**src/rtl/lzfd_pkg.sv**
```systemverilog
package lzfd_pkg;

  localparam int LZ_WINDOW_SIZE = 1024;
  localparam int CNT_W          = 7;   // copy count 2 to 65
  localparam int OFS_W          = 10;  // token offset field
  localparam int COUNT_BIAS     = 2;

  typedef struct packed {
    logic [7:0] in_byte;
    logic       stream_end;
  } in_t;

  typedef struct packed {
    logic [7:0] first_byte;
    logic [7:0] second_byte;
    logic [1:0] byte_count;
    logic       run_last;
  } out_t;

  typedef enum logic [1:0] {
    KIND_FLAG,
    KIND_TOKEN_LOW,
    KIND_TOKEN_HIGH,
    KIND_LITERAL
  } kind_e;

  typedef enum logic [1:0] {
    ST_IDLE,
    ST_READ,
    ST_WRITE,
    ST_EMIT
  } state_e;

  typedef struct packed {
    logic accept;  // input transfer in this cycle
    logic rd;      // issue history read for one copied byte
    logic wr;      // write copied byte back, advance pointer
    logic emit;    // load output register from the pair buffer
    logic finish;  // item done, apply stream-end reset if pending
  } cmd_t;

  typedef struct packed {
    kind_e kind;
    logic  last_byte;
    logic  second_slot;
    logic  out_free;
    logic  done;
  } status_t;

  function automatic logic [7:0] reverse8(input logic [7:0] v);
    logic [7:0] r;
    for (int i = 0; i < 8; i++) begin
      r[i] = v[7-i];
    end
    return r;
  endfunction

endpackage

```
**src/rtl/lzfd_ctrl.sv**
```systemverilog
module lzfd_ctrl import lzfd_pkg::*; (
  input  logic    clk_i,
  input  logic    rst_ni,
  input  logic    in_valid_i,
  output logic    in_stall_o,
  input  status_t status_i,
  output cmd_t    cmd_o
);

  state_e state_q, state_d;

  always_ff @(posedge clk_i or negedge rst_ni) begin
    if (!rst_ni) begin
      state_q <= ST_IDLE;
    end else begin
      state_q <= state_d;
    end
  end

  always_comb begin
    state_d = state_q;
    unique case (state_q)
      ST_IDLE: begin
        if (in_valid_i) begin
          unique case (status_i.kind) inside
            KIND_LITERAL:                state_d = ST_EMIT;
            KIND_TOKEN_HIGH:             state_d = ST_READ;
            KIND_FLAG, KIND_TOKEN_LOW:   state_d = ST_IDLE;
            default:                     state_d = ST_IDLE;
          endcase
        end
      end
      ST_READ:  state_d = ST_WRITE;
      ST_WRITE: begin
        if (status_i.second_slot || status_i.last_byte) begin
          state_d = ST_EMIT;
        end else begin
          state_d = ST_READ;
        end
      end
      ST_EMIT: begin
        if (status_i.out_free) begin
          state_d = status_i.done ? ST_IDLE : ST_READ;
        end
      end
      default: state_d = ST_IDLE;
    endcase
  end

  always_comb begin
    cmd_o      = '0;
    in_stall_o = 1'b1;
    unique case (state_q)
      ST_IDLE: begin
        in_stall_o   = 1'b0;
        cmd_o.accept = in_valid_i;
      end
      ST_READ:  cmd_o.rd = 1'b1;
      ST_WRITE: cmd_o.wr = 1'b1;
      ST_EMIT: begin
        cmd_o.emit   = status_i.out_free;
        cmd_o.finish = status_i.out_free && status_i.done;
      end
      default: in_stall_o = 1'b1;
    endcase
  end

endmodule

```
**config.mk**
```make
export PLATFORM = sky130hd
export DESIGN_NAME = lzfd_ctrl
export DESIGN_NICKNAME = d
export VERILOG_FILES = /design/src/rtl/lzfd_pkg.sv /design/src/rtl/lzfd_ctrl.sv
export SDC_FILE = /design/constraint.sdc
export NUM_CORES = 1
export LEC_CHECK = 0
export ABC_AREA = 1
export BUFFER_PORTS_ARGS = -buffer_cell sky130_fd_sc_hd__buf_4
export CORE_AREA = 8 8 45 47
export CTS_CLUSTER_SIZE = 16
export DETAILED_ROUTE_END_ITERATION = 10
export DIE_AREA = 0 0 53 55
export GPL_TIMING_DRIVEN = 0
export RECOVER_POWER = 50
export SLEW_MARGIN = 10
export SYNTH_ARGS = -nofsm -noshare
export SYNTH_HDL_FRONTEND = slang
export SYNTH_SLANG_ARGS = --single-unit
export TNS_END_PERCENT = 20
```
**constraint.sdc**
```tcl
create_clock -name clk_i -period 0.99 [get_ports clk_i]
set_input_delay 0.0495 -clock clk_i [delete_from_list [all_inputs] [get_ports clk_i]]
set_output_delay 0.0495 -clock clk_i [all_outputs]
set_load 0.005 [all_outputs]
```
== Word level (Yosys, flattened, before mapping) ==
Cells that the tools add are included.
Cells by class
  reduce and logical (&&, ||, !) cells: 4
  equality and inequality tests: 7
  multiplexer cells: 11
Operators by type and width (number)
  $eq 2x2->1 const B: 4
  $mux 2: 4
  $pmux 2 s4: 1
  $mux 1: 5
  $ne 2x2->1 const B: 2
  $pmux 2 s2: 1
  $eq 2x1->1 const B: 1
  $logic_not 2->1: 1
  $reduce_and 2->1: 1
  $logic_and 1x1->1: 1
  $logic_or 1x1->1: 1
Word-level totals
  output and inout port bits: 6
  input bits: 9
  word-level logic and storage cells: 23
  bits in registers: 2

== Depth between registers and ports, before layout ==
Gate-level depths: netlist of run 1.
  depth after elaboration: 4
  depth in mapped cells: 6
  gate-level depth less buffers: 6

== Worst setup path after synthesis of run 1 ==
No wires, ideal clock.
  path type: flip-flop to flip-flop
  start point: reg state_q[0]
  end point: reg state_q[0]
  arrival time: 0.751 ns
  data required time: 0.872 ns
  setup time: 0.118 ns
  cell stages (with the launch flop): 5
  buffers on the path: 0
  slack: 0.121 ns
  cells stage by stage: dfrtp_1 -> nor2_2 -> nand2_1 -> nand2_1 -> nand2_1
Between the ends
  longest elaborated chain between the ends: 3
  elaborated cells on any way between the ends: 8
  those cells by class: eq/ne (5); mux (1); reduce/logical (2)
Ends and longest elaborated chain
  start, declared: RTL line lzfd_ctrl.sv:10  | state_e state_q, state_d;
  start signal, assigned: RTL line lzfd_ctrl.sv:16  | state_q <= state_d;
  $eq 2x2->1 or $logic_not 2->1 (tied branches): RTL line lzfd_ctrl.sv:22  | unique case (state_q)
  $ne 2x2->1 (no line)
  $reduce_and 2->1 (no line)
Parallel ways exist; a longest one is shown, timed or not.
A chain may end at the register's enable or synchronous reset.

==> results.tsv, run 1 <==
stage	metric	value	unit
floorplanning	dieArea	2920	sq um
detailed_routing	dr_total_vias	259	
placed_design	hpwl	450	microns
floorplanning	die_y	55	microns
critical_path	end_kind	primary output	
detailed_routing	drc	0	
detailed_routing	wirelength	577	microns
timing	hold_violations	0	
detailed_routing	viasPerCell	3.70	
layout	fin_util	0.263	
min_path	hold_depth	5	
critical_path	cp_slowest_cell	dfrtp_2	
timing	finalSetupViolCount	6	
run_status	status	finished, violations left	
power	power_leakage	0.223	nW
placed_design	place.gp.congestion	0.636	
detailed_routing	drt_iter0_drc	1	
logic_synthesis	synth.avg_cell_area	5.27	sq um
critical_path	worst_ep_required_time	0.94	ns
layout	multi_input_area	101	sq um
timing	setup_ws	-0.117	ns
detailed_routing	wl_per_cell	8.24	microns
clock_network	cts.path.max_buffers	2	
layout	diodes	0	
placed_design	dpl_worst_slack	0.0530	ns
layout	seq_area	52.6	sq um
floorplanning	initial_core_util	0.126	
clock_network	cts_root_buf	clkbuf_4	
timing	skew	0.000759	ns
global_route	gr-total-overflow	0	
run_status	violations	negative setup slack	
timing	slew_viol_final	0	
critical_path	rrSetupSlack	-0.07	ns
global_route	grt_pass1_wl	945	microns
placed_design	numPortBuffers	14	
floorplanning	core_area	1380	sq um
logic_synthesis	synth_nets	42	
min_path	min_from	status_i[5]	
min_path	min_path_type	primary input to flop	
timing	rsz0062_at_grt	yes	
timing	slew-limit-headroom	0.912	
global_route	track_usage	0.0481	
clock_network	clkSlewWorstSetupHoldPaths	0.03	ns
timing	fin_crit	1.11	ns
logic_synthesis	ys_seq_elements	2	
critical_path	crit_path_cell_trace	nor2_4, inv_2, nor2_2, buf_4	
power	power_per_cell_area	2630	nW/um^2
layout	top_register	state_q	
logic_synthesis	ys_types	7	
critical_path	cp_num_buf_inv	2	
layout	reg_top3	state_q x2	
global_route	antenna_found_initial	0	
power	ir_drop	0.530	mV
logic_synthesis	ys_warn_count	0	
critical_path	reg2reg_from	state_q[0]	
critical_path	critPathLaunchType	flop	
clock_network	clk_latency	0.22	ns
critical_path	crit_path_max_fanout	6	
timing	worst_pin_slew	0.132	ns
critical_path	reg2reg_to	state_q[1]	
detailed_routing	first_pass_iters	2	
critical_path	critPathMaxStageDelay	0.44	ns
critical_path	r2r_cells	7	
layout	largest_reg_flops	2	
run	drv_cap	0	
power	power.total	0.959	mW
timing	min_period_over_period	1.12	
clock_network	cts_tree	built	
floorplanning	io_pins	15	
detailed_routing	postRouteAntennaNets	0	
layout	nets	65	
clock_network	htreeDepth	1	
floorplanning	core.rowCount	14	
clock_network	cts.sinks	2	
global_route	grt_max_degree	7	
critical_path	critical_path_class	flop to primary output	
logic_synthesis	synthesis.area	174	sq um
min_path	worstHoldEndpoint	state_q[0]	
global_route	grt_pass1_vias	251	
logic_synthesis	syn_inst	33	
layout	drive_above_1_share	0.500	
layout	num-fill-cells	160	
timing	max_clock_freq	903	MHz
critical_path	arrival	1.06	ns
logic_synthesis	synth_seq_area_share	0.288	
critical_path	cp_num_cells	4	
clock_network	cts_buffers	3	
timing	final.setup.tns	-0.388	ns
critical_path	crit_family	flip-flops	
floorplanning	die_w	53	microns
layout	areaGrowthSynthToFinish	109	%
## cell usage in the layout (no fill, tap or decap), drive strengths merged
master and n:
nand2 16, buf 16, inv 8, nor2 5, clkbuf 4, nand3 2
dfrtp 2, dlygate4sd3 1
## worst min-delay path, delay by kind of cell
family        cells  cell delay (ns)
buf+inv           1             0.08
simple gates      4             0.18
## power breakdown
group	switching [mW]	total, mW	internal [mW]	leakage, nW
registers	0.0776	0.212	0.135	0.0219
logic	0.248	0.564	0.316	0.187
clock network	0.0487	0.183	0.134	0.0138
total	0.374	0.959	0.585	0.223
## cell usage after synthesis
| cell type | instances | area [sq um] |
|---|---|---|
| nor2_1 | 3 | 11.3 |
| dfrtp_1 | 2 | 50.1 |
| nor2_2 | 2 | 12.5 |
| nand3_1 | 2 | 10.0 |
| inv_2 | 1 | 3.75 |
| nand2_1 | 16 | 60.1 |
| inv_1 | 7 | 26.3 |
## final cells by class
class	count	share of cell area
inverters	8	0.0825
well taps	16	0.0550
flip-flops and latches	2	0.144
clock buffers	3	0.0619
repair buffers	18	0.378
multi-input cells	23	0.278
## per-stage QoR
stage                     cells  instance area (sq um)  hold slack [ns]
final                        70                    364            0.122
after global routing         70                    364            0.156
after CTS                    68                    339            0.115
after detailed placement     63                    299           -0.168
after global placement       63                    299           -0.168
after floorplan              33                    174           -0.246
## worst max-delay path by stage
stage / from / endpoint / slack [ns]
after floorplan: state_q[0] / state_q[0] / 0.12
after global placement: state_q[0] / state_q[1] / 0.05
after detailed placement: state_q[0] / state_q[0] / 0.05
after CTS: state_q[1] / cmd_o[4] / -0.13
after global routing: state_q[0] / cmd_o[4] / -0.17
final: state_q[0] / cmd_o[4] / -0.12
## metal layers
| layer | up-vias | track usage | share of wire |
|---|---|---|---|
| met4 | 0 | 0.0517 | 0 |
| met5 | - | 0 | 0 |
| met1 | 114 | 0.0319 | 0.31 |
| li1 | 137 | - | - |
| met3 | 0 | 0.0374 | 0.17 |
| met2 | 8 | 0.0801 | 0.52 |
## repair_timing
action	CTS	global route
hold buffers	1	0
gates resized for setup	0	5
setup buffers	1	2
endpoints found under the setup margin	5	8
pin swaps	1	3
hold endpoints to repair	2	0
## kinds of logic (layout without fill, tap and decap cells)
logic type             count (synthesis)  count (layout)  synth area share
flip-flops                             2               2             0.288
buffers and inverters                  8              29             0.173
AND/OR/NAND/NOR                       23              23             0.540
(Power assumes the default switching activity.)
==> run 2: changes to the inputs <==
--- a/config.mk
+++ b/config.mk
@@ -10,3 +10,3 @@
 export CORE_AREA = 8 8 45 47
-export CTS_CLUSTER_SIZE = 16
+export CTS_CLUSTER_SIZE = 40
 export DETAILED_ROUTE_END_ITERATION = 10
--- a/constraint.sdc
+++ b/constraint.sdc
@@ -3,2 +3,2 @@
 set_output_delay 0.0495 -clock clk_i [all_outputs]
-set_load 0.005 [all_outputs]
+set_load 0.1 [all_outputs]
==> results.tsv, run 2 (synthesis results as in run 1) <==
stage	metric	value	unit	change
run_status	status	finished, violations left		
run_status	violations	negative setup slack		
timing	slew_viol_final	0		unchanged
floorplanning	die_w	53	microns	unchanged
timing	whs	0.116	ns	-0.00554 ns
critical_path	critical_path_class	flop to primary output		
critical_path	rrSetupSlack	0.01	ns	+0.08 ns
clock_network	clkSlewWorstSetupHoldPaths	0.03	ns	about the same
critical_path	cp_num_cells	4		unchanged
timing	finalSetupViolCount	6		unchanged
layout	areaGrowthSynthToFinish	151	%	
layout	largest_reg_flops	2		unchanged
global_route	grt_pass1_vias	260		+3.6%
clock_network	cts_root_buf	clkbuf_4		
critical_path	cp_num_buf_inv	2		unchanged
critical_path	critPathLaunchType	flop		
layout	num-fill-cells	155		-3.1%
clock_network	cts.path.max_buffers	2		unchanged
placed_design	hpwl	445	microns	-1.2%
global_route	grt_max_degree	7		unchanged
placed_design	numPortBuffers	14		unchanged
placed_design	place.gp.congestion	0.625		-1.8%
global_route	use_met1	0.0289		-0.00304
critical_path	crit_top_cell	nor2_4		
floorplanning	initial_core_util	0.126		unchanged
layout	layout_commonest_cell	nand2_1		
global_route	top_usage_layer	met2		
detailed_routing	postRouteAntennaNets	0		unchanged
layout	drive_above_1_share	0.566		+0.0660
critical_path	crit_path_cell_trace	nor2_4, inv_2, nor2_4, buf_12		
layout	most-common-layout-cells	nand2_1 (15), buf_4 (10), inv_1 (5), buf_12 (5), clkbuf_4 (4)		
floorplanning	core_area	1380	sq um	unchanged
detailed_routing	drt_iter0_drc	1		unchanged
critical_path	worst_ep_required_time	0.94	ns	about the same
global_route	antenna_found_initial	0		unchanged
critical_path	cp_slowest_cell	dfrtp_2		
floorplanning	die_y	55	microns	unchanged
critical_path	critPathMaxStageDelay	0.45	ns	about the same
timing	fin_crit	1.18	ns	+0.0745 ns
floorplanning	dieArea	2920	sq um	unchanged
critical_path	arrival	1.13	ns	+0.07 ns
run	drv_cap	0		unchanged
layout	reg_top3	state_q x2		
critical_path	crit_path_max_fanout	6		unchanged
timing	skew	0.000964	ns	+0.000205 ns
layout	top_register	state_q		
global_route	gr-usage-met3	0.0348		-0.00267
min_path	min_from	status_i[5]		
critical_path	reg2reg_from	state_q[0]		
detailed_routing	dr_total_vias	252		-2.7%
clock_network	cts.sinks	2		unchanged
min_path	min_path_type	primary input to flop		
floorplanning	io_pins	15		unchanged
global_route	track_usage	0.0481		unchanged
critical_path	end_kind	primary output		
detailed_routing	wirelength	582	microns	+0.87%
timing	slew-limit-headroom	0.815		-0.0970
timing	setup_ws	-0.192	ns	-0.0745 ns
clock_network	cts_buffers	3		unchanged
detailed_routing	first_pass_iters	2		unchanged
min_path	hold_depth	5		unchanged
global_route	gr-usage-met2	0.0859		+0.00586
layout	diodes	0		unchanged
critical_path	r2r_cells	5		-2
detailed_routing	viasPerCell	3.65		-1.3%
detailed_routing	drc	0		unchanged
timing	min_period_over_period	1.19		+0.0753
clock_network	clk_latency	0.22	ns	about the same
global_route	gr-total-overflow	0		unchanged
critical_path	crit_family	flip-flops		
timing	rsz0062_at_grt	yes		
min_path	worstHoldEndpoint	state_q[0]		
critical_path	reg2reg_to	state_q[1]		
clock_network	cts_tree	built		
floorplanning	core.rowCount	14		unchanged
timing	worst_pin_slew	0.279	ns	+0.148 ns
global_route	grt_pass1_wl	945	microns	unchanged
detailed_routing	wl_per_cell	8.43	microns	+2.3%
layout	nets	64		-1.5%
clock_network	htreeDepth	1		unchanged
timing	hold_violations	0		unchanged
timing	max_clock_freq	846	MHz	-6.3%
-- run 2: cell count changes in the layout (fill, tap and decap cells not counted), sizes merged --
cell and change:
buf -1
-- run 2: worst max path at each step --
stage | from | to
floorplan | state_q[0] | cmd_o[4]
global placement | state_q[0] | cmd_o[4]
detailed placement | state_q[0] | cmd_o[4]
CTS | state_q[1] | cmd_o[4]
global route | state_q[0] | cmd_o[4]
finish | state_q[0] | cmd_o[4]
-- run 2: layer usage --
| layer | vias up | wire [microns] | share of wire |
|---|---|---|---|
| li1 | 134 | - | - |
| met1 | 110 | 172 | 0.30 |
| met2 | 8 | 327 | 0.56 |
| met3 | 0 | 81 | 0.14 |
| met4 | 0 | 0 | 0 |
| met5 | - | 0 | 0 |
-- run 2: per-stage QoR --
stage / area, sq um / utilization / cells / setup WS (ns) / setup TNS (ns)
floorplan: 186 / - / 33 / -0.702 / -2.79
global placement: 312 / 0.225 / 63 / -0.136 / -0.157
detailed placement: 312 / 0.225 / 63 / -0.138 / -0.176
CTS: 423 / 0.306 / 68 / -0.226 / -0.971
global route: 437 / 0.316 / 69 / -0.241 / -1.26
finish: 437 / 0.316 / 69 / -0.192 / -0.925
-- run 2: area by class of cell --
cell class	instances	area, sq um	share of cell area
flip-flops and latches	2	52.6	0.120
inverters	8	30.0	0.0688
clock buffers	3	22.5	0.0516
repair buffers	17	193	0.441
well taps	16	20.0	0.0458
multi-input cells	23	119	0.272
-- run 2: worst min-delay path, delay by kind of cell --
kind                   cells  cell delay (ns)
and+or+nand+nor            4             0.17
buffers and inverters      1             0.08
-- run 2: repair_timing --
item	CTS	global route
endpoints found under the setup margin	6	8
hold buffers	1	0
setup buffers	1	1
endpoints found under the hold margin	2	0
pin swaps	3	0
resized for setup	20	2
Power of run 2 is left out: the tool's default activity adds up to more than one toggle a clock period on the data nets, which glitch-free logic cannot reach.
